[src/rtl/bdlp_pkg.sv]
// Shared types and constants for the button debounce / click / long-press block.
package bdlp_pkg;

   localparam int NUM_BUTTONS = 4;
   localparam int BTN_W       = $clog2(NUM_BUTTONS);
   localparam int DELTA_W     = 8;
   localparam int LEVELS_W    = 4;
   localparam int DEB_W       = 8;
   localparam int HOLD_W      = 16;
   localparam int ID_W        = 2;
   localparam int CSR_IDX_W   = 1;
   localparam int CSR_DATA_W  = 16;
   localparam int DIV_STEP_W  = $clog2(DEB_W);

   localparam logic [DEB_W-1:0]     DEBOUNCE_RESET   = 8'd20;
   localparam logic [HOLD_W-1:0]    LONG_PRESS_RESET = 16'd800;
   localparam logic [HOLD_W-1:0]    HOLD_MAX         = 16'hFFFF;
   localparam logic [DEB_W-1:0]     COUNT_MAX        = 8'hFF;

   localparam logic [CSR_IDX_W-1:0] REG_DEBOUNCE     = 1'd0;
   localparam logic [CSR_IDX_W-1:0] REG_LONG_PRESS   = 1'd1;

   localparam logic EVT_CLICK = 1'b0;
   localparam logic EVT_LONG  = 1'b1;

   typedef enum logic [1:0] {
      ST_IDLE,
      ST_DIVIDE,
      ST_SCAN,
      ST_EMIT
   } bdlp_state_type;

   // one scan step handed to the button unit
   typedef struct packed {
      logic                 valid;
      logic [BTN_W-1:0]     idx;
      logic                 level;
      logic [DELTA_W-1:0]   delta;
      logic [DEB_W-1:0]     threshold;
      logic [HOLD_W-1:0]    long_ms;
   } bdlp_step_type;

   // event found by one scan step
   typedef struct packed {
      logic                 hit;
      logic                 kind;
      logic [HOLD_W-1:0]    dur;
   } bdlp_evt_type;

endpackage

[src/rtl/bdlp_ifs.sv]
// Valid/ready channel interfaces for tick words and event words.
interface bdlp_req_if;
   logic                           valid;
   logic                           ready;
   logic [bdlp_pkg::DELTA_W-1:0]   tick_ms;
   logic [bdlp_pkg::LEVELS_W-1:0]  raw_levels;

   modport source (output valid, output tick_ms, output raw_levels, input ready);
   modport sink   (input valid, input tick_ms, input raw_levels, output ready);
endinterface

interface bdlp_rsp_if;
   logic                           valid;
   logic                           ready;
   logic [bdlp_pkg::ID_W-1:0]      button_id;
   logic                           event_kind;
   logic [bdlp_pkg::HOLD_W-1:0]    press_duration;
   logic                           last_event;

   modport source (output valid, output button_id, output event_kind,
                   output press_duration, output last_event, input ready);
   modport sink   (input valid, input button_id, input event_kind,
                   input press_duration, input last_event, output ready);
endinterface

[src/rtl/bdlp_div.sv]
// Bit-serial restoring divider: debounce time over tick delta, one quotient bit per cycle.
module bdlp_div (
   input  logic                        clock,
   input  logic                        reset,
   input  logic                        start,
   input  logic [bdlp_pkg::DEB_W-1:0]  dividend,
   input  logic [bdlp_pkg::DEB_W-1:0]  divisor,
   output logic                        done,
   output logic [bdlp_pkg::DEB_W-1:0]  quotient
);

   logic                               busy_ff, busy_in;
   logic                               done_ff, done_in;
   logic [bdlp_pkg::DIV_STEP_W-1:0]    step_ff, step_in;
   logic [bdlp_pkg::DEB_W-1:0]         rem_ff, rem_in;
   logic [bdlp_pkg::DEB_W-1:0]         quo_ff, quo_in;
   logic [bdlp_pkg::DEB_W-1:0]         dvs_ff, dvs_in;
   logic [bdlp_pkg::DEB_W:0]           shl;
   logic [bdlp_pkg::DEB_W:0]           diff;
   logic                               fits;
   logic                               last_step;

   always_comb begin
      shl       = {rem_ff, quo_ff[bdlp_pkg::DEB_W-1]};
      diff      = shl - {1'b0, dvs_ff};
      fits      = (shl >= {1'b0, dvs_ff});
      last_step = (step_ff == bdlp_pkg::DIV_STEP_W'(bdlp_pkg::DEB_W - 1));

      busy_in = busy_ff;
      done_in = 1'b0;
      step_in = step_ff;
      rem_in  = rem_ff;
      quo_in  = quo_ff;
      dvs_in  = dvs_ff;

      if (start) begin
         busy_in = 1'b1;
         step_in = '0;
         rem_in  = '0;
         quo_in  = dividend;
         dvs_in  = divisor;
      end else if (busy_ff) begin
         rem_in  = fits ? diff[bdlp_pkg::DEB_W-1:0] : shl[bdlp_pkg::DEB_W-1:0];
         quo_in  = {quo_ff[bdlp_pkg::DEB_W-2:0], fits};
         step_in = step_ff + 1'b1;
         if (last_step) begin
            busy_in = 1'b0;
            done_in = 1'b1;
         end
      end
   end

   always_ff @(posedge clock) begin
      if (reset) begin
         busy_ff <= 1'b0;
         done_ff <= 1'b0;
      end else begin
         busy_ff <= busy_in;
         done_ff <= done_in;
      end
      step_ff <= step_in;
      rem_ff  <= rem_in;
      quo_ff  <= quo_in;
      dvs_ff  <= dvs_in;
   end

   assign done     = done_ff;
   assign quotient = quo_ff;

   // partial remainder stays below the divisor
   a_rem_bound: assert property (@(posedge clock) disable iff (reset)
      busy_ff |-> (rem_ff < dvs_ff))
      else $error("divider remainder out of range");

   a_no_restart: assert property (@(posedge clock) disable iff (reset)
      start |-> !busy_ff)
      else $error("divider restarted while busy");

   a_done_after_busy: assert property (@(posedge clock) disable iff (reset)
      done_ff |-> $past(busy_ff))
      else $error("divider done without a run");

endmodule

[src/rtl/bdlp_btn.sv]
// Per-button debounce, hold timer and event detection, one button per scan step.
module bdlp_btn (
   input  logic                    clock,
   input  logic                    reset,
   input  bdlp_pkg::bdlp_step_type step,
   output bdlp_pkg::bdlp_evt_type  evt
);

   logic                          stable_ff [bdlp_pkg::NUM_BUTTONS];
   logic [bdlp_pkg::DEB_W-1:0]    dcnt_ff   [bdlp_pkg::NUM_BUTTONS];
   logic [bdlp_pkg::HOLD_W-1:0]   held_ff   [bdlp_pkg::NUM_BUTTONS];
   logic                          long_ff   [bdlp_pkg::NUM_BUTTONS];

   logic                          stable_in;
   logic [bdlp_pkg::DEB_W-1:0]    dcnt_in;
   logic [bdlp_pkg::HOLD_W-1:0]   held_in;
   logic                          long_in;

   logic                          stable_rd;
   logic [bdlp_pkg::DEB_W-1:0]    dcnt_rd;
   logic [bdlp_pkg::HOLD_W-1:0]   held_rd;
   logic                          long_rd;
   logic                          differs;
   logic                          accept;
   logic [bdlp_pkg::DEB_W:0]      cnt_sum;
   logic [bdlp_pkg::DEB_W-1:0]    cnt_sat;
   logic [bdlp_pkg::HOLD_W:0]     hold_sum;
   logic [bdlp_pkg::HOLD_W-1:0]   hold_sat;

   always_comb begin
      stable_rd = stable_ff[step.idx];
      dcnt_rd   = dcnt_ff[step.idx];
      held_rd   = held_ff[step.idx];
      long_rd   = long_ff[step.idx];

      differs = (step.level != stable_rd);
      cnt_sum = {1'b0, dcnt_rd} + 1'b1;
      cnt_sat = cnt_sum[bdlp_pkg::DEB_W] ? bdlp_pkg::COUNT_MAX : cnt_sum[bdlp_pkg::DEB_W-1:0];
      accept  = differs && (cnt_sat >= step.threshold);

      stable_in = stable_rd;
      dcnt_in   = '0;
      held_in   = held_rd;
      long_in   = long_rd;
      evt       = '0;

      if (differs && !accept) begin
         dcnt_in = cnt_sat;
      end
      if (accept) begin
         stable_in = step.level;
         held_in   = '0;
         if (step.level == 1'b0) begin
            long_in = 1'b0;
         end else if (!long_rd) begin
            evt.hit  = 1'b1;
            evt.kind = bdlp_pkg::EVT_CLICK;
            evt.dur  = held_rd;
         end
      end

      // hold timer runs on the post-debounce level
      hold_sum = {1'b0, held_in} + {{(bdlp_pkg::HOLD_W-bdlp_pkg::DELTA_W+1){1'b0}}, step.delta};
      hold_sat = hold_sum[bdlp_pkg::HOLD_W] ? bdlp_pkg::HOLD_MAX
                                             : hold_sum[bdlp_pkg::HOLD_W-1:0];
      if (stable_in == 1'b0) begin
         held_in = hold_sat;
         if (!long_in && (hold_sat >= step.long_ms)) begin
            long_in  = 1'b1;
            evt.hit  = 1'b1;
            evt.kind = bdlp_pkg::EVT_LONG;
            evt.dur  = hold_sat;
         end
      end

      if (!step.valid) begin
         evt = '0;
      end
   end

   always_ff @(posedge clock) begin
      if (reset) begin
         for (int i = 0; i < bdlp_pkg::NUM_BUTTONS; i++) begin
            stable_ff[i] <= 1'b1;
            dcnt_ff[i]   <= '0;
            held_ff[i]   <= '0;
            long_ff[i]   <= 1'b0;
         end
      end else if (step.valid) begin
         stable_ff[step.idx] <= stable_in;
         dcnt_ff[step.idx]   <= dcnt_in;
         held_ff[step.idx]   <= held_in;
         long_ff[step.idx]   <= long_in;
      end
   end

   // a press never reports a click
   a_press_clears_long: assert property (@(posedge clock) disable iff (reset)
      (step.valid && accept && step.level == 1'b0) |-> !evt.hit || evt.kind == bdlp_pkg::EVT_LONG)
      else $error("click reported on a press");

   a_click_needs_release: assert property (@(posedge clock) disable iff (reset)
      (evt.hit && evt.kind == bdlp_pkg::EVT_CLICK) |-> (accept && step.level == 1'b1))
      else $error("click without accepted release");

   // a fresh press clears the old flag, so it may fire again on that same step
   a_long_once: assert property (@(posedge clock) disable iff (reset)
      (evt.hit && evt.kind == bdlp_pkg::EVT_LONG)
      |-> (!long_rd || (accept && step.level == 1'b0)))
      else $error("long press fired twice");

endmodule

[src/rtl/button_debounce_click_long_press_top.sv]
// Top level: tick intake, serial divide, button scan and event output register.
//
//   channel   dir   payload                                             handshake
//   req_chan  in    tick_ms[7:0], raw_levels[3:0]                       valid/ready
//   rsp_chan  out   button_id[1:0], event_kind, press_duration[15:0],   valid/ready
//                   last_event
//   csr_*     in    csr_index[0], csr_wdata[15:0]                       csr_we
//
// A tick passes through intake, the serial divide (the quotient bits one at a time, then a
// done strobe), the scan (one button each) and the emit state (one event word per load)
// before the block is idle again. Reset is synchronous and restores every
// button to released with cleared counters. A stalled sink holds the event in the
// output register; the next tick is taken once the previous tick's events are all loaded.
module button_debounce_click_long_press_top (
   input  logic                              clock,
   input  logic                              reset,
   bdlp_req_if.sink                          req_chan,
   bdlp_rsp_if.source                        rsp_chan,
   input  logic                              csr_we,
   input  logic [bdlp_pkg::CSR_IDX_W-1:0]    csr_index,
   input  logic [bdlp_pkg::CSR_DATA_W-1:0]   csr_wdata
);

   bdlp_pkg::bdlp_state_type          state_ff, state_in;
   logic [bdlp_pkg::DEB_W-1:0]        deb_ms_ff;
   logic [bdlp_pkg::HOLD_W-1:0]       long_ms_ff;
   logic [bdlp_pkg::DELTA_W-1:0]      delta_ff;
   logic [bdlp_pkg::LEVELS_W-1:0]     levels_ff;
   logic [bdlp_pkg::BTN_W-1:0]        idx_ff, idx_in;
   logic [bdlp_pkg::NUM_BUTTONS-1:0]  pend_ff, pend_in;
   logic                              ekind_ff [bdlp_pkg::NUM_BUTTONS];
   logic [bdlp_pkg::HOLD_W-1:0]       edur_ff  [bdlp_pkg::NUM_BUTTONS];

   logic                              out_valid_ff, out_valid_in;
   logic [bdlp_pkg::ID_W-1:0]         out_id_ff;
   logic                              out_kind_ff;
   logic [bdlp_pkg::HOLD_W-1:0]       out_dur_ff;
   logic                              out_last_ff;

   logic                              req_fire;
   logic                              div_start;
   logic                              div_done;
   logic [bdlp_pkg::DEB_W-1:0]        div_quo;
   logic [bdlp_pkg::DELTA_W-1:0]      divisor;
   bdlp_pkg::bdlp_step_type           step;
   bdlp_pkg::bdlp_evt_type            evt;
   logic                              load;
   logic                              load_last;
   logic [bdlp_pkg::BTN_W-1:0]        sel;
   logic [bdlp_pkg::NUM_BUTTONS-1:0]  sel_mask;
   logic                              scan_last;

   assign req_chan.ready = (state_ff == bdlp_pkg::ST_IDLE);
   assign req_fire       = req_chan.valid && req_chan.ready;
   assign divisor        = (req_chan.tick_ms == '0) ? bdlp_pkg::DELTA_W'(1)
                                                     : req_chan.tick_ms;
   assign div_start      = req_fire;

   bdlp_div u_div (
      .clock    (clock),
      .reset    (reset),
      .start    (div_start),
      .dividend (deb_ms_ff),
      .divisor  (divisor),
      .done     (div_done),
      .quotient (div_quo)
   );

   always_comb begin
      step.valid     = (state_ff == bdlp_pkg::ST_SCAN);
      step.idx       = idx_ff;
      step.level     = levels_ff[idx_ff];
      step.delta     = delta_ff;
      step.threshold = div_quo;
      step.long_ms   = long_ms_ff;
   end

   bdlp_btn u_btn (
      .clock (clock),
      .reset (reset),
      .step  (step),
      .evt   (evt)
   );

   // lowest pending button goes out first
   always_comb begin
      sel = '0;
      for (int i = bdlp_pkg::NUM_BUTTONS - 1; i >= 0; i--) begin
         if (pend_ff[i]) begin
            sel = bdlp_pkg::BTN_W'(i);
         end
      end
      sel_mask  = bdlp_pkg::NUM_BUTTONS'(1) << sel;
      load_last = ((pend_ff & ~sel_mask) == '0);
      load      = (state_ff == bdlp_pkg::ST_EMIT) && (pend_ff != '0)
                  && (!out_valid_ff || rsp_chan.ready);
      scan_last = (idx_ff == bdlp_pkg::BTN_W'(bdlp_pkg::NUM_BUTTONS - 1));
   end

   always_comb begin
      state_in     = state_ff;
      idx_in       = idx_ff;
      pend_in      = pend_ff;
      out_valid_in = out_valid_ff;

      if (out_valid_ff && rsp_chan.ready) begin
         out_valid_in = 1'b0;
      end

      unique case (state_ff)
         bdlp_pkg::ST_IDLE: begin
            if (req_fire) begin
               state_in = bdlp_pkg::ST_DIVIDE;
            end
         end
         bdlp_pkg::ST_DIVIDE: begin
            idx_in = '0;
            if (div_done) begin
               state_in = bdlp_pkg::ST_SCAN;
            end
         end
         bdlp_pkg::ST_SCAN: begin
            if (evt.hit) begin
               pend_in[idx_ff] = 1'b1;
            end
            idx_in = idx_ff + 1'b1;
            if (scan_last) begin
               state_in = bdlp_pkg::ST_EMIT;
            end
         end
         bdlp_pkg::ST_EMIT: begin
            if (pend_ff == '0) begin
               state_in = bdlp_pkg::ST_IDLE;
            end else if (load) begin
               pend_in[sel] = 1'b0;
               out_valid_in = 1'b1;
            end
         end
         default: begin
            state_in = bdlp_pkg::ST_IDLE;
         end
      endcase
   end

   always_ff @(posedge clock) begin
      if (reset) begin
         state_ff     <= bdlp_pkg::ST_IDLE;
         idx_ff       <= '0;
         pend_ff      <= '0;
         out_valid_ff <= 1'b0;
      end else begin
         state_ff     <= state_in;
         idx_ff       <= idx_in;
         pend_ff      <= pend_in;
         out_valid_ff <= out_valid_in;
      end
   end

   always_ff @(posedge clock) begin
      if (reset) begin
         deb_ms_ff  <= bdlp_pkg::DEBOUNCE_RESET;
         long_ms_ff <= bdlp_pkg::LONG_PRESS_RESET;
      end else if (csr_we) begin
         unique case (csr_index)
            bdlp_pkg::REG_DEBOUNCE:   deb_ms_ff  <= csr_wdata[bdlp_pkg::DEB_W-1:0];
            bdlp_pkg::REG_LONG_PRESS: long_ms_ff <= csr_wdata[bdlp_pkg::HOLD_W-1:0];
            default: begin
            end
         endcase
      end
   end

   always_ff @(posedge clock) begin
      if (req_fire) begin
         delta_ff  <= req_chan.tick_ms;
         levels_ff <= req_chan.raw_levels;
      end
      if (step.valid && evt.hit) begin
         ekind_ff[idx_ff] <= evt.kind;
         edur_ff[idx_ff]  <= evt.dur;
      end
      if (load) begin
         out_id_ff   <= bdlp_pkg::ID_W'(sel);
         out_kind_ff <= ekind_ff[sel];
         out_dur_ff  <= edur_ff[sel];
         out_last_ff <= load_last;
      end
   end

   assign rsp_chan.valid          = out_valid_ff;
   assign rsp_chan.button_id      = out_id_ff;
   assign rsp_chan.event_kind     = out_kind_ff;
   assign rsp_chan.press_duration = out_dur_ff;
   assign rsp_chan.last_event     = out_last_ff;

   a_idle_empty: assert property (@(posedge clock) disable iff (reset)
      (state_ff == bdlp_pkg::ST_IDLE) |-> (pend_ff == '0))
      else $error("pending events left at idle");

   a_last_drains: assert property (@(posedge clock) disable iff (reset)
      (load && load_last) |=> (pend_ff == '0))
      else $error("last word loaded with events still pending");

   a_pend_only_in_scan: assert property (@(posedge clock) disable iff (reset)
      ($past(state_ff) != bdlp_pkg::ST_SCAN)
      |-> ($countones(pend_ff) <= $countones($past(pend_ff))))
      else $error("event queued outside the scan");

endmodule

[src/flat_wrapper.sv]
// flat-port wrapper written by rule: the top's interface ports become plain ports
module button_debounce_click_long_press_top_flat 
  (clock, reset, csr_we, csr_index, csr_wdata, req_chan_valid, req_chan_tick_ms, req_chan_raw_levels, req_chan_ready, rsp_chan_valid, rsp_chan_button_id, rsp_chan_event_kind, rsp_chan_press_duration, rsp_chan_last_event, rsp_chan_ready);
  bdlp_req_if req_chan_i ();
  bdlp_rsp_if rsp_chan_i ();
  input  logic clock;
  input  logic reset;
  input  logic csr_we;
  input  logic [bdlp_pkg::CSR_IDX_W-1:0] csr_index;
  input  logic [bdlp_pkg::CSR_DATA_W-1:0] csr_wdata;
  input wire logic [$bits(req_chan_i.valid)-1:0] req_chan_valid;
  input wire logic [$bits(req_chan_i.tick_ms)-1:0] req_chan_tick_ms;
  input wire logic [$bits(req_chan_i.raw_levels)-1:0] req_chan_raw_levels;
  output wire logic [$bits(req_chan_i.ready)-1:0] req_chan_ready;
  output wire logic [$bits(rsp_chan_i.valid)-1:0] rsp_chan_valid;
  output wire logic [$bits(rsp_chan_i.button_id)-1:0] rsp_chan_button_id;
  output wire logic [$bits(rsp_chan_i.event_kind)-1:0] rsp_chan_event_kind;
  output wire logic [$bits(rsp_chan_i.press_duration)-1:0] rsp_chan_press_duration;
  output wire logic [$bits(rsp_chan_i.last_event)-1:0] rsp_chan_last_event;
  input wire logic [$bits(rsp_chan_i.ready)-1:0] rsp_chan_ready;
  assign req_chan_i.valid = req_chan_valid;
  assign req_chan_i.tick_ms = req_chan_tick_ms;
  assign req_chan_i.raw_levels = req_chan_raw_levels;
  assign req_chan_ready = req_chan_i.ready;
  assign rsp_chan_valid = rsp_chan_i.valid;
  assign rsp_chan_button_id = rsp_chan_i.button_id;
  assign rsp_chan_event_kind = rsp_chan_i.event_kind;
  assign rsp_chan_press_duration = rsp_chan_i.press_duration;
  assign rsp_chan_last_event = rsp_chan_i.last_event;
  assign rsp_chan_i.ready = rsp_chan_ready;
  button_debounce_click_long_press_top u_core (.clock(clock), .reset(reset), .req_chan(req_chan_i), .rsp_chan(rsp_chan_i), .csr_we(csr_we), .csr_index(csr_index), .csr_wdata(csr_wdata));
endmodule
[config.mk]
export PLATFORM = sky130hd
export DESIGN_NAME = button_debounce_click_long_press_top_flat
export DESIGN_NICKNAME = d
export VERILOG_FILES = /design/src/rtl/bdlp_pkg.sv /design/src/rtl/bdlp_ifs.sv /design/src/rtl/bdlp_div.sv /design/src/rtl/bdlp_btn.sv /design/src/rtl/button_debounce_click_long_press_top.sv /design/src/flat_wrapper.sv
export SDC_FILE = /design/constraint.sdc
export NUM_CORES = 1
export LEC_CHECK = 0
export ABC_AREA = 1
export BUFFER_PORTS_ARGS = -buffer_cell sky130_fd_sc_hd__buf_2
export CORE_UTILIZATION = 55
export CTS_CLUSTER_SIZE = 16
export DETAILED_ROUTE_END_ITERATION = 12
export PLACE_DENSITY = 0.73
export SLEW_MARGIN = 15
export SYNTH_ARGS = -nofsm -noshare
export SYNTH_HDL_FRONTEND = slang
export SYNTH_SLANG_ARGS = --single-unit
[constraint.sdc]
create_clock -name clock -period 20.8 [get_ports clock]
set_input_delay 1.04 -clock clock [delete_from_list [all_inputs] [get_ports clock]]
set_output_delay 1.04 -clock clock [all_outputs]
set_load 0.1 [all_outputs]
==> summary.md, run 1 <==
| Metric | Value |
|---|---|
| CP max stage delay | `0.65 ns` |
| Register area share after synthesis | `56.9%` |
| Max cap viols | `0` |
| Overall routing resource usage | `25.4%` |
| Bufs on Longest Clock Path | `3` |
| Setup_tns | `0 ns` |
| Synth Instances | `1333` |
| Worst rel slew slack | `25.7%` |
| Synthesis Warnings | `0` |
| Routed Antenna Nets | `0` |
| Routed len/inst | `17.5 um` |
| Largest net degree at the start of global routing | `54` |
| Tmin final | `8.10 ns` |
| # clock sinks | `268` |
| Area leader, netlist | `edfxtp_1` |
| Number of global-route vias before repair | `9355` |
| CTS H-Tree Depth | `1` |
| Critical Path AT | `8.32 ns` |
| Die Wd | `157 um` |
| Worst Skew | `0.0123 ns` |
| Final hold viol count | `0` |
| Row count | `56` |
| Initial DRC count | `731` |
| Initial Util | `56.2%` |
| Gpl congestion | `0.959` |
| Top FF cell, synth | `edfxtp_1` |
| Layout cell share with drive strength beyond 1 | `15.2%` |
| Syn Area/Cell | `9.93 um2` |
| CP max-delay cell | `dfxtp_1` |
| ANT cells | `0` |
| Critical Path RT | `21.02 ns` |
| First-pass GRT wire length | `48100 um` |
| # hold bufs at CTS | `0` |
| Vias/cell | `5.53` |
| TritonCTS clock tree | `yes` |
| Pwr dens | `144 mW/mm2` |
| RSZ-0062 raised after global routing | `no` |
| Critical path endpoint category | `register` |
| Static leakage | `5.92 nW` |
| CTS clk-pin slew, worst paths | `0.06 ns` |
| Layout net count | `1468` |
| Tightest Pin Transition | `1.11 ns` |
| Post-DP HPWL | `20400 um` |
| Synth area leaders | `edfxtp_1 49%, dfxtp_1 7.7%, nand2_1 6.8%` |
| Crit Path Category | `reg2reg` |
| CP Launch Type | `register` |
| Most used cell, CP | `nand2_1` |
| GRT overflow | `0` |
| Die Span Y | `157 um` |
| # setup viols final | `0` |
| Post-synth cell types | `59` |
| Synth Net Count | `1420` |
| # IOs | `56` |
| Number of port buffers | `55` |
| Cell Area, Synth | `0.0132 mm2` |
| Inst Count DP | `1669` |
| Post-synthesis register bit count | `268` |
| Post-synth ARST share | `0%` |
| Num CTS Buffers | `29` |
| Synth cell count leaders | `241 x nand2_1, 217 x edfxtp_1, 167 x nor2_1` |
| Core ar. | `0.0235 mm2` |
| Full die area | `0.0247 mm2` |
| Top cell type's share of synthesized area | `49.2%` |
| # resized after CTS | `0` |
| Clock latency on the worst-skew pair | `0.54 ns` |
| Post-synth EDFFs | `217` |
| Max Slew Vio Count | `0` |
| Fin crit share | `38.9%` |
| Peak VDD IR | `0.0964 mV` |
| Via count | `9521` |
| Setup Buffers After CTS | `0` |
| Root buf cell | `clkbuf_16` |
| Residual DRC count | `0` |
| TritonRoute pass-1 iters | `7` |
| Total Wirelength | `30200 um` |
| Status | `completed` |
| Hold WC Path Type | `reg2reg` |
| Most frequent cell after synthesis | `nand2_1` |
| Crit-path max FO | `41` |
| Antenna violations before repair | `0` |
| Synth-to-Final Area Change | `11.1%` |
| Peak Freq | `0.123 GHz` |
| Final std cells w/o fill | `1722` |
registers in the layout (all words and copies together) (netlist names), 2 cells and up, named ones only:
name,count
u_core.idx_ff,2
u_core.levels_ff,4
u_core.state_ff,2
u_core.rsp_chan.button_id,2
u_core.u_btn.held_ff,64
u_core.u_btn.long_ff,4
u_core.rsp_chan.press_duration,16
u_core.edur_ff,64
u_core.u_btn.stable_ff,4
u_core.u_btn.dcnt_ff,32
u_core.pend_ff,4
u_core.u_div.step_ff,3
u_core.long_ms_ff,16
u_core.delta_ff,8
u_core.u_div.rem_ff,8
u_core.u_div.dvs_ff,8
u_core.u_div.quotient,8
u_core.deb_ms_ff,8
u_core.ekind_ff,4
kinds of logic (layout without fill, tap and decap cells):
group | Yosys count | after routing | synth area share (%)
xor gates and xnor gates | 17 | 17 | 1.12
adders and majority gates | 53 | 53 | 5.12
and+or+nand+nor | 553 | 553 | 18.8
DFF | 268 | 268 | 56.9
AOI/OAI and AO/OA | 239 | 239 | 11.3
buffers and inverters | 203 | 273 | 6.69
area by class of cell:
type	count	area, um2
Clock inverter	23	238
Tap cell	319	399
Inverter	147	564
Fill cell	1949	8830
Sequential cell	268	7540
Clock buffer	30	729
Timing Repair Buffer	73	410
Multi-Input combinational cell	862	4830
worst max-delay path, delay by kind of cell (launching register included):
kind / cells / cell delay (ns)
and+or+nand+nor: 24 / 3.77
adders and majority gates: 5 / 1.25
buffers and inverters: 6 / 1.11
AOI/OAI and AO/OA: 3 / 0.95
DFF: 1 / 0.65
per-layer routing:
layer  wire length, um  up-vias  share of wire (%)  global-route usage, %
li1                  -     4644                  -                      -
met1             12400     4541                 41                   30.3
met2             15200      262                 50                   45.9
met3              1220       74                4.1                   2.95
met4              1340        0                4.4                   11.6
met5                 0        -                  0                      0
placed cells by master, fill, tap and decap left out, drive strengths merged, types with 3 or more instances in the layout:
cell,n
a31oi,6
nor3,3
a21o,5
bufinv,4
o211ai,30
o21ai,83
a32o,8
o22ai,10
nand2,280
nor2,176
buf,73
inv,148
a32oi,4
nand4,8
clkinvlp,4
clkinv,14
ha,51
xor2,9
o31ai,3
or2,6
o32ai,3
a21oi,73
o21a,8
clkbuf,30
nand3,75
edfxtp,217
dfxtp,51
xnor2,8
final timing paths:
kind	start	end	slack, ns	depth (start not counted)
worst max-delay path	register	u_core.edur_ff[0][10]	12.70	38
worst min-delay path	u_core.u_div.step_ff[1]	u_core.u_div.step_ff[1]	0.47	2
worst min register to register	u_core.u_div.step_ff[1]	u_core.u_div.step_ff[1]	0.47	2
worst max register to register	register	u_core.edur_ff[0][10]	12.70	38
power by group:
part	internal (mW)	switching (mW)	total, mW
logic	0.289	0.611	0.900
registers	0.658	0.0352	0.693
clock network	0.306	0.213	0.519
total	1.25	0.859	2.11
per-stage QoR:
stage	worst slack, ns	area [um2]	hold WS (ns)	utilization (%)	power, mW
floorplan	13.82	13200	0.429	-	1.39
global placement	13.16	13700	0.452	58.4	1.57
detailed placement	12.78	13700	0.455	58.4	1.59
CTS	12.76	14700	0.472	62.5	2.11
global route	11.98	14700	0.492	62.5	2.24
finish	12.70	14700	0.471	62.5	2.11
No activity file was read; power rests on OpenSTA's default activity.
==> run 2, diff against run 1 <==
Settings changed: ABC_AREA 1 to 0, PLACE_DENSITY 0.73 to 0.76.
Clock period 20.8 ns to 7.1 ns, I/O delays scaled along.
==> run 2 against run 1 <==
Against the previous run: via count decreased by 8.2%; flip-flop and latch count did not move; non-clock buffer count is 32 higher; fmax rose by 17%; critical path type unchanged; critical endpoint unchanged; largest cell class unchanged; highest routed layer unchanged.
==> summary.md, run 2 <==
| Metric | Value |
|---|---|
| Status | `completed` |
| Post-Synth XOR/XNOR Area | `1.08% (-0.041 points)` |
| Peak Freq | `0.145 GHz (+17%)` |
| Compound-cell area share of the yosys netlist | `11.7% (+0.39 points)` |
| Final hold viol count | `0 (unchanged)` |
| Via count | `8736 (-8.2%)` |
| Vias/cell | `5.87 (+6.1%)` |
| # clock sinks | `268 (unchanged)` |
| Num CTS Buffers | `28 (-3.4%)` |
| Static leakage | `5.46 nW (-7.8%)` |
| Residual DRC count | `0 (unchanged)` |
| Initial Util | `56.3% (about the same)` |
| Die Wd | `155 um (-1.6%)` |
| # IOs | `56 (unchanged)` |
| Layout cell share with drive strength beyond 1 | `18.5% (+3.3 points)` |
| Fraction of the mapped netlist area in simple logic gates | `11.7% (-7.1 points)` |
| Clock latency on the worst-skew pair | `0.54 ns (about the same)` |
| Commonest non-fill, non-tap cell in the layout | `edfxtp_1` |
| GRT overflow | `0 (unchanged)` |
| Row count | `55 (-1.8%)` |
| Critical Path RT | `7.36 ns (-13.66 ns)` |
| Gpl congestion | `0.943 (-1.7%)` |
| Top FF cell, synth | `edfxtp_1` |
| Top Registers | `u_core.edur_ff: 64 flops, u_core.u_btn.held_ff: 64 flops, u_core.u_btn.dcnt_ff: 32 flops` |
| # setup viols final | `0 (unchanged)` |
| Die Span Y | `155 um (-1.6%)` |
| ANT cells | `0 (unchanged)` |
| Max cap viols | `0 (unchanged)` |
| Crit Path Category | `reg2reg` |
| Tmin final | `6.92 ns (-1.18 ns)` |
| Area post-placement | `0.0136 mm2 (-0.90%)` |
| Main combinational cell family by area after synthesis | `simple AND/OR/NAND/NOR gates` |
| CP Launch Type | `register` |
| CTS H-Tree Depth | `1 (unchanged)` |
| Number of global-route vias before repair | `8432 (-9.9%)` |
| Synth Area in Adders | `5.29% (+0.17 points)` |
| Synth Instances | `1077 (-19%)` |
| Fill cells | `1711 (-12%)` |
| Worst Skew | `0.0111 ns (-0.00115 ns)` |
| First-pass GRT wire length | `45000 um (-6.3%)` |
| Worst rel slew slack | `30.0% (+4.3 points)` |
| Overall routing resource usage | `24.4% (-0.94 points)` |
| Synthesis Warnings | `0 (unchanged)` |
| Synth cell count leaders | `217 x edfxtp_1, 130 x nor2_1, 96 x nand2_1` |
| Post-synth EDFFs | `217 (unchanged)` |
| Total Wirelength | `29300 um (-2.9%)` |
| Most used cell, CP | `ha_1` |
| Critical Path AT | `7.18 ns (-1.14 ns)` |
| CP max stage delay | `0.57 ns (-0.08 ns)` |
| Antenna violations before repair | `0 (unchanged)` |
| Register area share after synthesis | `58.8% (+1.9 points)` |
| Hold WC Path Type | `in2reg` |
| Top cell type's share of synthesized area | `50.8% (+1.6 points)` |
| TritonRoute pass-1 iters | `6 (-1)` |
| Area leader, netlist | `edfxtp_1` |
| Hold_sp | `req_chan_tick_ms[0]` |
| Root buf cell | `clkbuf_16` |
| Synth area leaders | `edfxtp_1 51%, dfxtp_1 8.0%, ha_1 5.0%` |
| Critical path endpoint category | `register` |
| Full die area | `0.0239 mm2 (-3.2%)` |
| Post-synth cell types | `74 (+25%)` |
| Setup_tns | `0 ns (unchanged)` |
| Most frequent cell after synthesis | `edfxtp_1` |
| Crit-path max FO | `19 (-54%)` |
| Fin crit share | `97.4% (+59 points)` |
| Mux contribution to synthesized area | `7.53% (+7.5 points)` |
| CP max-delay cell | `a2111oi_0` |
| Number of port buffers | `55 (unchanged)` |
| Most frequent cells in the layout | `217 x edfxtp_1, 124 x nor2_1, 95 x nand2_1` |
| Core ar. | `0.0228 mm2 (-3.2%)` |
| Peak VDD IR | `0.291 mV (+200%)` |
| Largest net degree at the start of global routing | `42 (-22%)` |
| CTS clk-pin slew, worst paths | `0.06 ns (about the same)` |
| Synth-to-Final Area Change | `15.9%` |
| Worst Path Buf+Inv | `3 (-3)` |
| Pwr dens | `342 mW/mm2 (+140%)` |
| Post-DP HPWL | `19600 um (-4.1%)` |
| Layout net count | `1241 (-15%)` |
| Finished Cell Area | `0.0149 mm2 (+0.99%)` |
| Max Slew Vio Count | `0 (unchanged)` |
| Inst Count DP | `1419 (-15%)` |
| Top delay family on crit path | `compound AO/OA/AOI/OAI gates` |
| Tightest Pin Transition | `1.05 ns (-0.0624 ns)` |
| Bufs on Longest Clock Path | `3 (unchanged)` |
| Syn Area/Cell | `11.9 um2 (+20%)` |
| TritonCTS clock tree | `yes` |
| Synth Net Count | `1164 (-18%)` |
| Initial DRC count | `633 (-13%)` |
| Post-synth ARST share | `0% (unchanged)` |
| Cell Area, Synth | `0.0128 mm2 (-3.2%)` |
| Routed len/inst | `19.7 um (+12%)` |
| Final std cells w/o fill | `1489 (-14%)` |
| Post-synthesis register bit count | `268 (unchanged)` |
| Routed Antenna Nets | `0 (unchanged)` |
## run 2: cell families after synthesis
group / after synthesis
simple gates: 332
flops: 268
compound gates: 222
buf+inv: 126
mux: 61
fa+ha+maj: 53
xor+xnor: 15
## run 2: worst paths after layout
path                                end  slack, ns  cells after the start
setup / recovery  u_core.edur_ff[0][10]       0.18                     27
hold reg to reg     u_core.deb_ms_ff[6]       0.46                      2
hold / removal       u_core.delta_ff[0]       0.02                      1
setup reg to reg  u_core.edur_ff[0][10]       0.18                     27
## run 2: what timing repair did
item,4_1_cts,5_1_grt
buffers inserted,0,12
hold endpoints to repair,4,0
setup endpoints to repair,12,144
gates resized for setup,2,31
hold buffers,4,0
pin swaps,0,16
gates cloned,0,2
## run 2: report_power, final
| part | internal (mW) | switching (mW) |
|---|---|---|
| clock | 0.889 | 0.593 |
| sequential | 1.87 | 0.0706 |
| combinational | 0.616 | 1.04 |
| total | 3.37 | 1.71 |
## run 2: layout make-up
cell class | instances | area [um2] | area share, %
Multi-Input combinational cell | 684 | 4980 | 33.5
Timing Repair Buffer | 105 | 753 | 5.07
Sequential cell | 268 | 7540 | 50.8
Inverter | 67 | 251 | 1.69
Clock inverter | 19 | 200 | 1.35
Tap cell | 313 | 392 | 2.64
Clock buffer | 33 | 741 | 4.99
## run 2: worst reg2reg max path, stage by stage, from the launching register on
cell and delay [ns]:
dfxtp_4 0.38, mux4_2 0.52, buf_4 0.15, and3_1 0.17, and3_1 0.20, nand3_1 0.10, mux2i_1 0.24, inv_1 0.07
ha_1 0.31, and3_4 0.19, a221oi_2 0.30, o21ai_2 0.14, nand2_2 0.12, and2_1 0.22, ha_1 0.28, a211o_1 0.34
a21o_1 0.19, a2111oi_0 0.57, nor3_1 0.09, o21ai_1 0.33, ha_1 0.31, a21oi_1 0.27, o211ai_1 0.18, a21oi_2 0.20
nor3b_2 0.09, buf_12 0.19, a22oi_1 0.31, nor2_1 0.17
## run 2: per-layer routing
layer  vias to the layer above  GRT usage [%]  share of wire, %
met5                         -              0                 0
met4                         0           10.3               4.4
met3                        89           3.87               5.9
met2                       308           42.3                48
met1                      4236           30.6                41
li1                       4103              -                 -
## run 2: metrics by stage
step / setup slack, ns / hold WS [ns] / utilization [%] / power, mW
6_report: 0.182 / 0.0216 / 65.2 / 5.08
5_1_grt: -0.0938 / 0.0114 / 65.2 / 5.32
4_1_cts: 0.0487 / 0.00589 / 64.1 / 4.99
3_5_place_dp: -0.0202 / 0.450 / 59.8 / 3.51
3_3_place_gp: 0.116 / 0.441 / 59.8 / 3.49
2_1_floorplan: 0.00122 / 0.428 / - / 3.09
